**src/sv/ntwr_pkg.sv**
```systemverilog
`timescale 1ns / 1ps
`default_nettype none
// ----------------------------------------------------------------------------
// ntwr_pkg
// Shared widths, register indexes and item types of the nearest-three search.
// ----------------------------------------------------------------------------
package ntwr_pkg;

  localparam int ID_W        = 32;
  localparam int COORD_W     = 24;
  localparam int DIFF_W      = COORD_W + 1;
  localparam int SQ_W        = 2 * DIFF_W;
  localparam int DIST_W      = 52;
  localparam int CNT_W       = 2;
  localparam int OUT_SLOTS   = 3;
  localparam int KEEP_COUNT_DEF = 3;

  localparam int IN_DATA_W   = 104;
  localparam int OUT_DATA_W  = 104;
  localparam int CFG_IDX_W   = 2;
  localparam int CFG_DATA_W  = DIST_W;

  localparam logic [DIST_W-1:0] RADIUS_SQ_RST = DIST_W'(256000000);

  typedef enum logic [CFG_IDX_W-1:0] {
    CFG_CENTER_X  = 2'd0,
    CFG_CENTER_Y  = 2'd1,
    CFG_CENTER_Z  = 2'd2,
    CFG_RADIUS_SQ = 2'd3
  } cfg_idx_t;

  // Candidate as it leaves the distance pipeline.
  typedef struct packed {
    logic              valid;
    logic              last;
    logic              ok;
    logic [ID_W-1:0]   entity;
    logic [DIST_W-1:0] distance;
  } cand_t;

  // Contents of one slot of the sorted chain.
  typedef struct packed {
    logic              valid;
    logic [ID_W-1:0]   entity;
    logic [DIST_W-1:0] distance;
  } slot_t;

endpackage : ntwr_pkg
`default_nettype wire

```
**src/sv/ntwr_dist.sv**
```systemverilog
`timescale 1ns / 1ps
`default_nettype none
// ----------------------------------------------------------------------------
// ntwr_dist
// Primary tracking and a three-stage squared-distance pipeline with radius check.
// ----------------------------------------------------------------------------
module ntwr_dist
  import ntwr_pkg::*;
(
  input  wire logic                      clk,
  input  wire logic                      rst_n,
  input  wire logic                      adv,
  input  wire logic                      acc,
  input  wire logic [ID_W-1:0]           entity,
  input  wire logic signed [COORD_W-1:0] pos_x,
  input  wire logic signed [COORD_W-1:0] pos_y,
  input  wire logic signed [COORD_W-1:0] pos_z,
  input  wire logic                      is_primary,
  input  wire logic                      last,
  input  wire logic signed [COORD_W-1:0] center_x,
  input  wire logic signed [COORD_W-1:0] center_y,
  input  wire logic signed [COORD_W-1:0] center_z,
  input  wire logic [DIST_W-1:0]         radius_sq,
  output cand_t                          cand
);

  logic [ID_W-1:0]          primary_r, primary_nxt;
  logic                     take;

  // Stage 1: differences.
  logic                     v1_r, last1_r, take1_r;
  logic [ID_W-1:0]          ent1_r;
  logic signed [DIFF_W-1:0] dx1_r, dy1_r, dz1_r;
  // Stage 2: squares.
  logic                     v2_r, last2_r, take2_r;
  logic [ID_W-1:0]          ent2_r;
  logic [SQ_W-1:0]          sx2_r, sy2_r, sz2_r;
  logic [DIFF_W-1:0]        mx, my, mz;
  // Stage 3: sum and radius compare.
  cand_t                    c3_r;
  logic [DIST_W-1:0]        sum;

  always_comb begin
    take        = (entity != '0) && (is_primary || (entity != primary_r));
    primary_nxt = primary_r;
    if (last) begin
      primary_nxt = '0;
    end else if (is_primary) begin
      primary_nxt = entity;
    end
  end

  assign mx = dx1_r[DIFF_W-1] ? DIFF_W'(-dx1_r) : DIFF_W'(dx1_r);
  assign my = dy1_r[DIFF_W-1] ? DIFF_W'(-dy1_r) : DIFF_W'(dy1_r);
  assign mz = dz1_r[DIFF_W-1] ? DIFF_W'(-dz1_r) : DIFF_W'(dz1_r);

  assign sum = DIST_W'(sx2_r) + DIST_W'(sy2_r) + DIST_W'(sz2_r);

  always_ff @(posedge clk) begin
    if (!rst_n) begin
      primary_r <= '0;
      v1_r      <= 1'b0;
      v2_r      <= 1'b0;
      c3_r      <= '0;
    end else begin
      if (acc) begin
        primary_r <= primary_nxt;
      end
      if (adv) begin
        v1_r       <= acc;
        v2_r       <= v1_r;
        c3_r.valid <= v2_r;
        c3_r.last  <= last2_r;
        c3_r.ok    <= take2_r && (sum <= radius_sq);
        c3_r.entity <= ent2_r;
        c3_r.distance <= sum;
      end
    end
  end

  // Payload stages carry no reset.
  always_ff @(posedge clk) begin
    if (adv) begin
      last1_r <= last;
      take1_r <= take;
      ent1_r  <= entity;
      dx1_r   <= DIFF_W'(pos_x) - DIFF_W'(center_x);
      dy1_r   <= DIFF_W'(pos_y) - DIFF_W'(center_y);
      dz1_r   <= DIFF_W'(pos_z) - DIFF_W'(center_z);
      last2_r <= last1_r;
      take2_r <= take1_r;
      ent2_r  <= ent1_r;
      sx2_r   <= mx * mx;
      sy2_r   <= my * my;
      sz2_r   <= mz * mz;
    end
  end

  assign cand = c3_r;

endmodule : ntwr_dist
`default_nettype wire

```
**config.mk**
```make
export PLATFORM = sky130hd
export DESIGN_NAME = ntwr_dist
export DESIGN_NICKNAME = d
export VERILOG_FILES = /design/src/sv/ntwr_pkg.sv /design/src/sv/ntwr_dist.sv
export SDC_FILE = /design/constraint.sdc
export NUM_CORES = 2
export LEC_CHECK = 0
export BUFFER_PORTS_ARGS = -buffer_cell sky130_fd_sc_hd__buf_4
export CAP_MARGIN = 20
export CORE_MARGIN = 5
export CORE_UTILIZATION = 65
export DETAILED_ROUTE_END_ITERATION = 8
export PLACE_DENSITY_LB_ADDON = 0.12
export SLEW_MARGIN = 20
export SYNTH_ARGS = -nofsm -noshare
export SYNTH_HDL_FRONTEND = slang
export SYNTH_SLANG_ARGS = --single-unit
export TNS_END_PERCENT = 100
```
**constraint.sdc**
```tcl
create_clock -name clk -period 16.2 [get_ports clk]
set_input_delay 0 -clock clk [delete_from_list [all_inputs] [get_ports clk]]
set_output_delay 0 -clock clk [all_outputs]
set_load 0.03 [all_outputs]
```
# --- Yosys cells after proc, flatten, opt, wreduce, memory -nomap -nowiden ---
# Cells that the tools add are included.
totals:
  regBits: 414
  inputBits: 234
classes:
  addsub: 8
  n_mul: 3
  n_lt_le_gt_ge: 1
  n_eq_ne: 1
  mux: 5
  reduce_logical: 6
ops:
  columns: ["operator", "count"]
  rows:
  - ["25-bit by 25-bit multiplier with 50-bit output", 3]
  - ["25-bit 2-to-1 mux", 3]
  - ["25-bit negation", 3]
  - ["24-bit by 24-bit subtractor with 25-bit output", 3]
  - ["32-bit 2-to-1 mux", 2]
  - ["51-bit by 50-bit adder with 52-bit output", 1]
  - ["52-bit <= comparator", 1]
  - ["50-bit by 50-bit adder with 51-bit output", 1]
  - ["32-bit != test", 1]
  - ["32-bit nonzero test", 1]
  - ["1-bit logical AND", 2]
  - ["2-bit AND reduction", 1]
  - ["2-bit nonzero test", 1]
  - ["1-bit logical OR", 1]

# --- Longest topological paths before layout ---
depth:
  ltp_word: 4
  ltp_mapped: 40

# --- Worst setup path before layout ---
# Ideal clock, no wire load.
synth_path:
  path_kind: "register to register"
  from: "register dx1_r[0]"
  to: "register sx2_r[49], data pin"
  t_arrival_ns: 9.358
  required_ns: 15.942
  slack_ns: 6.585
  path_stages_with_launch: 37
  path_buffers: 3
  period_less_slack_ns: 9.615
  path_cell_list: "edfxtp_1 > clkbuf_1 > inv_1 > clkbuf_1 > ha_1 > nand2b_1 > or4_1 > or3_1 > o41ai_1 > xnor2_1 > clkbuf_1 > nand2_1 > fa_1 > inv_1 > fa_1 > fa_1 > fa_1 > inv_1 > fa_1 > inv_1 > fa_1 > inv_1 > fa_1 > inv_1 > ha_1 > a21o_1 > a21oi_1 > o21ai_0 > o21ai_0 > a31oi_1 > o21ai_0 > nor2b_1 > nor2_1 > o41ai_1 > o31ai_1 > a221o_1 > xnor2_1"
synth_via:
  elab_chain_len: 3
synth_rtl:
  columns: ["element", "line_no", "text"]
  rows:
  - ["start: declaration", "ntwr_dist.sv:33", "logic signed [DIFF_W-1:0] dx1_r, dy1_r, dz1_r;"]
  - ["start signal: assignment", "ntwr_dist.sv:87", "dx1_r <= DIFF_W'(pos_x) - DIFF_W'(center_x);"]
  - ["25-bit negation", "ntwr_dist.sv:53", "assign mx = dx1_r[DIFF_W-1] ? DIFF_W'(-dx1_r) : DIFF_W'(dx1_r);"]
  - ["25-bit 2-to-1 mux (*)", "ntwr_dist.sv:53", null]
  - ["25-bit by 25-bit multiplier with 50-bit output (*)", "ntwr_dist.sv:93", "sx2_r <= mx * mx;"]
  - ["end signal: assignment", "ntwr_dist.sv:93", null]
  - ["end: declaration", "ntwr_dist.sv:37", "logic [SQ_W-1:0] sx2_r, sy2_r, sz2_r;"]
# Every way passes the cells marked *; elsewhere a longest branch is shown, timed or not.
# A chain may end at the register's enable or synchronous reset.

# --- Worst setup path in the final report ---
layout_path:
  from: "register dz1_r[5]"
  to: "register sz2_r[49], data pin"
layout_via:
  elab_chain_len: 3
layout_rtl:
  columns: ["element", "line_no", "text"]
  rows:
  - ["start: declaration", "ntwr_dist.sv:33", null]
  - ["start signal: assignment", "ntwr_dist.sv:89", "dz1_r <= DIFF_W'(pos_z) - DIFF_W'(center_z);"]
  - ["25-bit negation", "ntwr_dist.sv:55", "assign mz = dz1_r[DIFF_W-1] ? DIFF_W'(-dz1_r) : DIFF_W'(dz1_r);"]
  - ["25-bit 2-to-1 mux (*)", "ntwr_dist.sv:55", null]
  - ["25-bit by 25-bit multiplier with 50-bit output (*)", "ntwr_dist.sv:95", "sz2_r <= mz * mz;"]
  - ["end signal: assignment", "ntwr_dist.sv:95", null]
  - ["end: declaration", "ntwr_dist.sv:37", null]
# Marks and branches as above.

==> impl_results.md <==
* Core box area at 115,000 um^2
* Setup-failing EPs final at 0
* Final Skew at around 0.037 ns
* Share of the synthesized area in the top cell type at 38.8%
* I/O Buffers at 320
* Most frequent cells in the layout: 2,165 x inv_1, 1,459 x fa_1, 713 x ha_1
* DRC viols at 0
* Fraction of layout instances using a drive strength above 1 at under 10%
* Delay of the slowest cell on the worst path at 0.90 ns
* Synth warn at 0
* Post-CTS Resized at 0
* # Post-CTS Setup Buffers at 0
* Min cycle time layout at approximately 11 ns
* Clock sink count at just over 400
* CTS Buffer Depth at 3
* Die Span X at 350 um
* Dominant cells by area after synthesis: fa_1 39%, ha_1 12%, edfxtp_1 12%
* Largest net degree at the start of global routing at roughly 110
* Die height at about 350 um
* Critical Path Slowest Stage Cell: xnor2_1
* Fin nets at around 11,000
* CTS Root Cell: clkbuf_16
* Most common cell after layout, fill and taps aside: inv_1
* HPWL Detailed at 168 mm
* Hold Fails Final Rpt at 0
* Synth area leader: fa_1
* Most common cell on crit path: inv_1
* Max cap viols at 0
* Total Die Area at 123,000 um^2
* Peak Freq at slightly below 90 MHz
* Critical path arrival at 11.66 ns
* Clock Latency Late Sink at between 0.6 and 0.7 ns
* Starting Density at roughly two thirds
* Initial antenna violation count at 1
* First-pass GRT wire length at ~330 mm
* Vias in the first global route at between 60,000 and 70,000
* Slew margin rel. at ~14%
* Vias at approximately 56,000
* Seq/Total Area, Yosys at between 10% and 20%
* Flops & latches, synth at between 400 and 500
* Iteration-0 DRC Markers at 4,334
* Post-synth EDFFs at 290
* Area growth syn-to-layout at 11.4%
* Crit share post-route at 69.5%
* Ys async rst share at 0%
* Via-to-Cell Ratio at around 5.6
* CTS tree: built
* Placed insts at 9,713
* Primary FF master, synth: edfxtp_1
* RSZ-0062 raised after global routing: no
* DR pass1 iterations at 6
* Run status: finished clean
* Syn Std Cell Area at roughly 75,000 um^2
* Tot GR Track Use at about a third
* Number of buffers created by CTS at between 40 and 50
* Drt wl/cell at just over 20 um
* Fin cells at roughly 10,000
* Detail Route Antenna Nets at 0
* Critical path class: flop to flop
* Final wirelength at between 200 and 250 mm
* Fill cells at about 8,400
* # IOs at approximately 320
* CP Data Required Time at roughly 17 ns
* Clk pin slew, worst setup/hold paths at roughly 0.060 ns
* Setup TNS at 0 ns
* CP endpoint kind: flop
* CP startpoint kind: flop
* Final Max Slew Viols at 0
* Hold Path Class: input pin to flop
* Synthesized instance count at 7,951
* Crit-path max FO at 13
* Synth cell types at 91
* Row count at 124
* Worst-Margin Slew at between 1 and 1.5 ns
* CTS H-Tree Depth at 2
* Final Util at approximately 73%
* GPL Wtd Cong at 0.974
* Post-Syn Area per Cell at between 9 and 10 um^2
* Aggregate global routing overflow at 0
==> cells by family (layout without fill, tap and decap cells) <==
family,count (synthesis),in the layout,share of synthesized area [%]
AOI/OAI and AO/OA,816,816,7.06
xor gates and xnor gates,359,359,4.19
adders and majority gates,2172,2172,50.6
buffers and inverters,2390,2908,11.9
DFF,411,411,14.8
muxes,78,78,1.04
other,2,59,0.00997
and+or+nand+nor,1723,1723,10.4
==> cells in the mapped netlist (all sizes together), types with 20 or more instances <==
library cell / number
nor3: 59
o21bai: 28
a211oi: 20
clkbuf: 182
xor2: 159
buf: 21
o21a: 34
nor3b: 39
o21ai: 136
o31ai: 21
edfxtp: 290
nand4: 37
clkinv: 20
nand2: 648
a21o: 154
xnor2: 200
a31oi: 36
nand2b: 33
fa: 1459
nor4: 25
dfxtp: 121
ha: 713
nor2b: 148
nand3: 72
inv: 2167
and3: 38
a21oi: 265
nor2: 543
mux2i: 77
==> worst max-delay path, delay by kind of cell, from the launching register on <==
family,cells,cell delay (ns)
fa+ha+maj,8,3.58
simple gates,11,3.34
compound gates,7,1.60
buf+inv,8,1.02
xor+xnor,2,0.98
flops,1,0.48
==> layer usage <==
| layer | GRT usage (%) | wire length [um] | vias to the layer above |
|---|---|---|---|
| met5 | 0 | 0 | - |
| met4 | 12.3 | 9240 | 0 |
| met3 | 7.09 | 20700 | 568 |
| met2 | 56.8 | 96900 | 2583 |
| met1 | 46.7 | 81500 | 28100 |
| li1 | - | - | 25200 |
==> metrics by stage <==
stage / area [um^2] / worst slack, ns / hold WS [ns]
2_1_floorplan: 75500 / 6.58 / 0.0989
3_3_place_gp: 79800 / 5.27 / 0.211
3_5_place_dp: 79800 / 5.00 / 0.217
4_1_cts: 83900 / 4.99 / 0.0109
5_1_grt: 83900 / 4.44 / 0.0679
6_report: 83900 / 4.94 / 0.0526
==> registers in the layout (all words and copies together) (netlist names) <==
name       flops
sx2_r         49
take2_r        1
dz1_r         25
cand          87
ent1_r        32
last1_r        1
v2_r           1
ent2_r        32
dy1_r         25
take1_r        1
sy2_r         49
dx1_r         25
v1_r           1
last2_r        1
sz2_r         49
primary_r     32
==> path summary, 6_finish.rpt <==
path,startpoint,end,slack (ns),cells after the start
max,dz1_r[5]$_DFFE_PP_,sz2_r[49]$_DFFE_PP_,4.94,36
min,center_x[17],dx1_r[18]$_DFFE_PP_,0.05,5
max reg2reg,dz1_r[5]$_DFFE_PP_,sz2_r[49]$_DFFE_PP_,4.94,36
min reg2reg,last1_r$_DFFE_PP_,last2_r$_DFFE_PP_,0.41,0
==> cell type report <==
type	count	area (um^2)	share of cell area, %
clock inverter	36	508	0.606
tap	1512	1890	2.26
multi-input combinational	5205	55500	66.2
antenna	2	5.00	0.00597
sequential	411	11100	13.3
inverter	2187	8210	9.79
clock buffer	54	1260	1.50
timing repair buffer	631	5330	6.35
==> repair_timing <==
action	in CTS	in global routing
hold endpoints to repair	201	0
setup endpoints to repair	0	0
hold buffers	233	0
Power is not shown: default switching activity piles up to over one toggle a cycle in this logic, so the estimate is an artifact.
