`src/sv/ntwr_pkg.sv`:
```
`timescale 1ns / 1ps
`default_nettype none
// ----------------------------------------------------------------------------
// ntwr_pkg
// Shared widths, register indexes and item types of the nearest-three search.
// ----------------------------------------------------------------------------
package ntwr_pkg;

  localparam int ID_W        = 32;
  localparam int COORD_W     = 24;
  localparam int DIFF_W      = COORD_W + 1;
  localparam int SQ_W        = 2 * DIFF_W;
  localparam int DIST_W      = 52;
  localparam int CNT_W       = 2;
  localparam int OUT_SLOTS   = 3;
  localparam int KEEP_COUNT_DEF = 3;

  localparam int IN_DATA_W   = 104;
  localparam int OUT_DATA_W  = 104;
  localparam int CFG_IDX_W   = 2;
  localparam int CFG_DATA_W  = DIST_W;

  localparam logic [DIST_W-1:0] RADIUS_SQ_RST = DIST_W'(256000000);

  typedef enum logic [CFG_IDX_W-1:0] {
    CFG_CENTER_X  = 2'd0,
    CFG_CENTER_Y  = 2'd1,
    CFG_CENTER_Z  = 2'd2,
    CFG_RADIUS_SQ = 2'd3
  } cfg_idx_t;

  // Candidate as it leaves the distance pipeline.
  typedef struct packed {
    logic              valid;
    logic              last;
    logic              ok;
    logic [ID_W-1:0]   entity;
    logic [DIST_W-1:0] distance;
  } cand_t;

  // Contents of one slot of the sorted chain.
  typedef struct packed {
    logic              valid;
    logic [ID_W-1:0]   entity;
    logic [DIST_W-1:0] distance;
  } slot_t;

endpackage : ntwr_pkg
`default_nettype wire

```
`src/sv/ntwr_cell.sv`:
```
`timescale 1ns / 1ps
`default_nettype none
// ----------------------------------------------------------------------------
// ntwr_cell
// One slot of the sorted chain: keeps, takes the candidate, or takes its
// upstream neighbor's old contents; a last item clears it.
// ----------------------------------------------------------------------------
module ntwr_cell
  import ntwr_pkg::*;
(
  input  wire logic  clk,
  input  wire logic  rst_n,
  input  wire logic  fire,
  input  wire cand_t cand,
  input  wire logic  up_keep,
  input  wire slot_t up_slot,
  output logic       keep,
  output slot_t      slot,
  output slot_t      slot_upd
);

  slot_t slot_r, slot_nxt;

  // Slots stay sorted and packed, so a cell holds when its entry is no farther
  // than the candidate; ties keep the earlier arrival in front.
  assign keep = slot_r.valid && (slot_r.distance <= cand.distance);

  always_comb begin
    slot_upd = slot_r;
    if (cand.ok && !keep) begin
      if (up_keep) begin
        slot_upd.valid    = 1'b1;
        slot_upd.entity   = cand.entity;
        slot_upd.distance = cand.distance;
      end else begin
        slot_upd = up_slot;
      end
    end
    slot_nxt = cand.last ? '0 : slot_upd;
  end

  always_ff @(posedge clk) begin
    if (!rst_n) begin
      slot_r <= '0;
    end else if (fire) begin
      slot_r <= slot_nxt;
    end
  end

  assign slot = slot_r;

endmodule : ntwr_cell
`default_nettype wire

```
`config.mk`:
```
export PLATFORM = sky130hd
export DESIGN_NAME = ntwr_cell
export DESIGN_NICKNAME = d
export VERILOG_FILES = /design/src/sv/ntwr_pkg.sv /design/src/sv/ntwr_cell.sv
export SDC_FILE = /design/constraint.sdc
export NUM_CORES = 1
export LEC_CHECK = 0
export BUFFER_PORTS_ARGS = -buffer_cell sky130_fd_sc_hd__clkbuf_2
export CAP_MARGIN = 20
export CORE_AREA = 2 2 136 138
export CTS_BUF_LIST = sky130_fd_sc_hd__clkbuf_16
export CTS_CLUSTER_DIAMETER = 40
export DETAILED_ROUTE_END_ITERATION = 7
export DIE_AREA = 0 0 138 140
export PLACE_DENSITY = 0.76
export SETUP_SLACK_MARGIN = 0.02
export SYNTH_ARGS = -nofsm -noshare
export SYNTH_HDL_FRONTEND = slang
export SYNTH_SLANG_ARGS = --single-unit
```
`constraint.sdc`:
```
create_clock -name clk -period 4.4 [get_ports clk]
set_input_delay 0.88 -clock clk [delete_from_list [all_inputs] [get_ports clk]]
set_output_delay 0.88 -clock clk [all_outputs]
set_load 0.005 [all_outputs]
```
* Yosys cells after proc, flatten, opt, wreduce, memory -nomap -nowiden
Cells that the tools add are included.
Storage, ports and cells: register bits after elaboration 85, output and inout port bits 171
Operators by class: order comparisons 1, muxes and demuxes 3, reductions and logical operators 3
Operator list (number):
- 85-bit 2-to-1 mux | 3
- 52-bit less-or-equal comparator | 1
- 1-bit logical AND | 2
- 1-bit logical NOT | 1

* Depth between registers and ports, before layout
Gate-level depths: netlist (run 1).
word-level depth 6, mapped depth 11, mapped depth without buffers 9

* Worst setup path before layout (run 1)
OpenSTA, ideal clock, no wires.
kind input -> output, start point in cand[51] in the netlist's numbering, end point out slot_upd[24] in the netlist's numbering, arrival 2731 ps, required time 3520 ps, slack 789 ps, stages 10, buffers on the path 2, cell sequence inv_1 -> ha_1 -> nand4_2 -> nor4_4 -> nand3_1 -> o211a_4 -> a21oi_2 -> buf_6 -> buf_6 -> a21oi_2
RTL lines:
- from (decl) | RTL line ntwr_cell.sv:14 | input wire cand_t cand,
- to (decl) | RTL line ntwr_cell.sv:19 | output slot_t slot_upd

==> metrics.md, run 1 <==
| Metric | Value |
|---|---|
| Remaining Overflow, GRT | `0` |
| Post-Synthesis Cells | `780` |
| Yosys reg bits | `85` |
| Max Cap Viol | `0` |
| Net Count, Synth | `1008` |
| Dominant cells by area after synthesis | `dfxtp_1 (27%), mux2i_1 (13%), a21oi_1 (12%)` |
| Max-slew violation count | `0` |
| Vias in the first global route | `6541` |
| IO Port Bufs | `345` |
| Yosys top cell by area | `dfxtp_1` |
| CP Cell Sequence | `clkbuf_2, inv_1, ha_1, nand4_1, nor4_2, buf_4, nand2_1, o2bb2ai_4, o211a_4, a21oi_4, buf_12, a21oi_1, clkbuf_2` |
| Total wire length | `21600 µm` |
| Critical path class | `in2out` |
| Final period util | `94.9%` |
| Most frequent cell after synthesis | `a21oi_1` |
| Post-route ant nets | `0` |
| Initial antenna violation count | `1` |
| TNS Setup | `0 ns` |
| Final Hold Viols | `0` |
| Share of cells above drive strength 1 | `39.9%` |
| Initial cell density of the core | `35.6%` |
| CTS tree | `done` |
| Hold Path Cell Cnt | `2` |
| RSZ-0062 raised after global routing | `false` |
| Final core utilization | `48.2%` |
| Core ar. | `0.0178 mm²` |
| Final nets | `1319` |
| Multi-input gate area | `0.00404 mm²` |
| CP most frequent cell | `clkbuf_2` |
| CP max stage cell | `nor4_2` |
| Setup Skew | `0.00857 ns` |
| Primary FF master, synth | `dfxtp_1` |
| HP Class | `reg2reg` |
| Die span in x | `138 µm` |
| Boundary pin count | `347` |
| Least-Margin Pin Slew | `0.941 ns` |
| Die area | `0.0193 mm²` |
| Number of flops mapped to enable cells by yosys | `0` |
| Highest routed layer | `met4` |
| Root buf cell | `clkbuf_16` |
| Gr usage total | `20.8%` |
| Critical path peak fanout | `34` |
| Sequential Area | `0.00170 mm²` |
| Top cells by count, synth | `a21oi_1 (153), o21ai_0 (92), o21ai_1 (88), dfxtp_1 (85), mux2i_1 (84)` |
| DRC Markers | `0` |
| HPWL after detailed placement | `16100 µm` |
| Clock Path Buffers | `2` |
| Relative slew margins | `37.1%` |
| Seq/Total Area, Yosys | `26.9%` |
| Router iterations before antenna repair | `5` |
| Pwr Density | `258 mW/mm²` |
| CP required | `3.52 ns` |
| First-pass GRT wire length | `33100 µm` |
| F_max | `239 MHz` |
| Mapped Area | `0.00633 mm²` |
| WL/cell | `16.3 µm` |
| Initial drt markers | `319` |
| Shortest period the worst path allows | `4.18 ns` |
| FFs w/ async S/R, synth | `0%` |
| Die Y | `140 µm` |
| Reg clk slew, reported paths | `0.06 ns` |
| GPL Wtd Cong | `0.865` |
| # hold bufs at CTS | `0` |
| Distinct cells, synth | `34` |
| Max stage delay on crit path | `0.34 ns` |
| DR WL met2 | `10700 µm` |
| CTS Buf Count | `9` |
| Max FFs per register | `85` |
| Total number of vias | `7067` |
| Syn Area/Cell | `8.12 µm²` |
| Clock latency on the worst-skew pair | `0.34 ns` |
| WL met1 | `8990 µm` |
| Post-synth top area share | `26.9%` |
| Yosys warns | `0` |
| # fillers | `1728` |
| Leak | `0.00441 µW` |
| Status | `complete, no violations` |
| Critical path arrival | `3.30 ns` |
| Largest net degree at the start of global routing | `86` |
| Startpoint Class | `input pin` |
| R2r setup slk | `1.45 ns` |
| Crit end category | `output pin` |
| WL met3 | `1490 µm` |
| # clock sinks | `85` |
| Row count | `49` |
| Synth-to-layout area growth | `35.2%` |
| Max IR drop VDD | `160 µV` |
| Vias/cell | `5.34` |
| Htree depth | `3` |
| Final setup violation count | `0` |
| Reg2reg path depth | `11` |
power breakdown:
group          internal (µW)  switching, µW  leakage, µW
logic                    268            318      0.00358
registers                794           25.7     0.000689
clock network            489            313     0.000147
through the flow:
step / instances / total power, µW / hold slack (ns) / setup slack (ns) / instance area (µm²)
after floorplan: 780 / 1150 / 0.471 / 0.789 / 6330
after global placement: 1307 / 1410 / 0.466 / 0.144 / 8220
after detailed placement: 1307 / 1410 / 0.480 / 0.113 / 8220
after CTS: 1321 / 2220 / 0.492 / 0.0974 / 8520
after global routing: 1324 / 2320 / 0.511 / 0.0314 / 8560
final: 1324 / 2210 / 0.488 / 0.223 / 8560
cells by family (layout without fill, tap and decap cells):
logic type	Yosys count	in the layout	share of synthesized area [%]
flip-flops	85	85	26.9
buffers and inverters	122	436	9.90
multiplexers	84	84	13.3
other	0	1	0
adder cells (fa/ha/maj)	52	52	10.3
AO/OA/AOI/OAI	388	388	34.8
AND/OR/NAND/NOR	49	49	4.92
critical path, delay by kind of cell:
family	cells	cell delay [ns]
AO/OA/AOI/OAI	4	0.78
adder cells (fa/ha/maj)	1	0.31
buffers and inverters	5	0.70
AND/OR/NAND/NOR	3	0.60
cell type report:
| class | count | share of cell area (%) |
|---|---|---|
| Antenna cell | 1 | 0.0292 |
| Clock buffer | 9 | 2.63 |
| Clock inverter | 5 | 0.906 |
| Inverter | 57 | 2.50 |
| Multi-Input combinational cell | 573 | 47.2 |
| Sequential cell | 85 | 19.9 |
| Tap cell | 229 | 3.35 |
| Timing Repair Buffer | 365 | 23.5 |
cells in the final DEF (no fill, tap or decap), types with 4 or more instances in the layout:
| master | netlist | routed |
|---|---|---|
| dfxtp_1 | 85 | 85 |
| clkbuf_16 | 0 | 10 |
| o21ai_1 | 88 | 88 |
| nand2_1 | 16 | 16 |
| mux2i_1 | 84 | 84 |
| nand4_1 | 9 | 9 |
| a21o_1 | 4 | 4 |
| a21oi_1 | 153 | 152 |
| buf_4 | 1 | 12 |
| clkbuf_2 | 0 | 343 |
| a21oi_2 | 40 | 39 |
| o21ai_0 | 92 | 92 |
| inv_1 | 57 | 57 |
| buf_12 | 0 | 9 |
| nand3_1 | 6 | 5 |
| ha_1 | 52 | 52 |
final timing paths:
check,startpoint,end
worst max-delay path,cand[18],slot_upd[76]
worst min-delay path,slot[65],slot[65]
worst max register to register,slot[47],slot[79]
worst min register to register,slot[65],slot[65]
metal layers:
layer  vias to the layer above  GRT usage [%]
met1                      3266           25.1
met4                         0           7.36
met5                         -              0
li1                       3466              -
met2                       307           37.1
met3                        28           3.59
what timing repair did:
action | CTS | global route
buffers inserted | 0 | 1
resized for setup | 0 | 2
endpoints found under the hold margin | 0 | 0
setup endpoints to repair | 0 | 33
(Power assumes the default switching activity.)
==> run 2: changes to the inputs <==
--- a/config.mk
+++ b/config.mk
@@ -7,12 +7,12 @@
 export LEC_CHECK = 0
 export BUFFER_PORTS_ARGS = -buffer_cell sky130_fd_sc_hd__clkbuf_2
 export CAP_MARGIN = 20
-export CORE_AREA = 2 2 136 138
+export CORE_AREA = 2 2 133 135
 export CTS_BUF_LIST = sky130_fd_sc_hd__clkbuf_16
 export CTS_CLUSTER_DIAMETER = 40
 export DETAILED_ROUTE_END_ITERATION = 7
-export DIE_AREA = 0 0 138 140
-export PLACE_DENSITY = 0.76
+export DIE_AREA = 0 0 135 137
+export PLACE_DENSITY = 0.79
 export SETUP_SLACK_MARGIN = 0.02
 export SYNTH_ARGS = -nofsm -noshare
 export SYNTH_HDL_FRONTEND = slang
==> run 2 against run 1 <==
Sequential share of layout area increased by 0.21 points. Hold slack got worse by 0.0013 ns. Sequential power about the same. Clock power decreased by 15%. Core utilization increased by 1.5 points. Power decreased by 5.6%. Combinational power decreased by 0.9%. Routed wire length decreased by 0.19%. Sequential cell count unchanged. Largest power group unchanged.
==> metrics.md, run 2 (synthesis results as in run 1) <==
| Metric | Value |
|---|---|
| Status | `complete, no violations` |
| Crit end category | `output pin` |
| Diodes inserted | `0` |
| Die span in x | `135 µm` |
| Largest net degree at the start of global routing | `84` |
| First-pass GRT wire length | `31900 µm` |
| Max Cap Viol | `0` |
| Initial cell density of the core | `37.1%` |
| Clock Path Buffers | `2` |
| Final Hold Viols | `0` |
| GPL Wtd Cong | `0.799` |
| Switching Fraction | `31.4%` |
| WL/cell | `16.3 µm` |
| Initial drt markers | `380` |
| Root buf cell | `clkbuf_16` |
| Clock Power Share | `32.8%` |
| Logic pwr share | `27.9%` |
| CTS Buf Count | `9` |
| Initial antenna violation count | `0` |
| Critical path class | `in2out` |
| Gr usage total | `21.4%` |
| Share of cells above drive strength 1 | `39.7%` |
| HPWL after detailed placement | `15800 µm` |
| Row count | `48` |
| Die area | `0.0185 mm²` |
| Final setup violation count | `0` |
| Boundary pin count | `347` |
| Die Y | `137 µm` |
| Internal Pwr Total | `1430 µW` |
| HP Class | `reg2reg` |
| Htree depth | `3` |
| Place WS | `0.0981 ns` |
| Most frequent cells in the layout | `clkbuf_2 (343), a21oi_1 (152), o21ai_0 (92)` |
| Setup Skew | `0.00866 ns` |
| Final period util | `95.8%` |
| Max FFs per register | `85` |
| DRC Markers | `0` |
| # fillers | `1641` |
| CTS tree | `done` |
| TNS Setup | `0 ns` |
| Synth-to-layout area growth | `33.7%` |
| Reg clk slew, reported paths | `0.06 ns` |
| Pwr Density | `246 mW/mm²` |
| Max IR drop VDD | `209 µV` |
| RSZ-0062 raised after global routing | `true` |
| Leak | `0.00438 µW` |
| Total wire length | `21600 µm` |
| Vias in the first global route | `6288` |
| Vias/cell | `5.34` |
| Final nets | `1320` |
| F_max | `237 MHz` |
| CP required | `3.52 ns` |
| Least-Margin Pin Slew | `0.780 ns` |
| Core ar. | `0.0171 mm²` |
| Flop pwr share | `39.3%` |
| # clock sinks | `85` |
| Clock latency on the worst-skew pair | `0.34 ns` |
| Net Sw Power | `654 µW` |
| Critical path arrival | `3.33 ns` |
| Relative slew margins | `48.0%` |
| Final Worst Setup Slack | `0.186 ns` |
| Router iterations before antenna repair | `5` |
| Remaining Overflow, GRT | `0` |
| Total number of vias | `7049` |
| # hold bufs at CTS | `0` |
| IO Port Bufs | `345` |
| Critical path peak fanout | `29` |
| Shortest period the worst path allows | `4.21 ns` |
| Startpoint Class | `input pin` |
| Most common cell after layout, fill and taps aside | `clkbuf_2` |
| Post-route ant nets | `0` |
| Max-slew violation count | `0` |
run 2: cell types whose count changed in the layout (fill, tap and decap cells not counted), sizes merged:
cell and change:
clkinvlp +1, diode -1, clkinv +1, bufinv -2, buf +1
run 2: power groups by stage:
stage / clock, µW / combinational, µW / sequential (µW)
6_report: 684 / 581 / 820
5_1_grt: 727 / 637 / 823
4_1_cts: 704 / 574 / 819
3_5_place_dp: 0 / 571 / 836
3_3_place_gp: 0 / 561 / 836
2_1_floorplan: 0 / 322 / 833
run 2: final timing paths:
kind,depth (start not counted),slack [ns],startpoint,endpoint
min,2,0.49,slot[65],slot[65]
max,11,0.19,cand[49],slot_upd[54]
min reg2reg,2,0.49,slot[65],slot[65]
max reg2reg,11,1.44,slot[18],slot[74]
run 2: critical path, cell delays in order:
cell and delay, ns:
clkbuf_2 0.11, inv_1 0.05, ha_1 0.30, nand4_2 0.17, nor4_4 0.42, nand3_1 0.25, o211a_4 0.32, a21oi_4 0.28
clkbuf_16 0.29, a21oi_1 0.10, clkbuf_2 0.12
run 2: final cells by class:
cell class | count | area [µm²] | share of cell area (%)
Clock buffer | 9 | 225 | 2.66
Clock inverter | 5 | 30.0 | 0.354
Inverter | 57 | 214 | 2.53
Multi-Input combinational cell | 573 | 4030 | 47.6
Sequential cell | 85 | 1700 | 20.1
Tap cell | 225 | 282 | 3.32
Timing Repair Buffer | 366 | 1990 | 23.4
run 2: metrics by stage:
step	std cells	cell area [µm²]	util, %	hold slack, ns	total power, µW
2_1_floorplan	780	6330	-	0.471	1150
3_3_place_gp	1303	8170	47.9	0.467	1400
3_5_place_dp	1303	8170	47.9	0.478	1410
4_1_cts	1317	8430	49.4	0.490	2100
5_1_grt	1320	8470	49.7	0.510	2190
6_report	1320	8470	49.7	0.487	2090
run 2: timing repair:
item	CTS	global route
setup buffers	0	2
setup endpoints to repair	0	82
gates resized for setup	0	1
run 2: routing by layer:
metal	vias to the layer above	GRT usage (%)	wire length, µm
met5	-	0	0
met4	0	7.35	337
met3	23	3.48	1370
met2	315	37.5	10800
met1	3257	26.7	9100
li1	3454	-	-
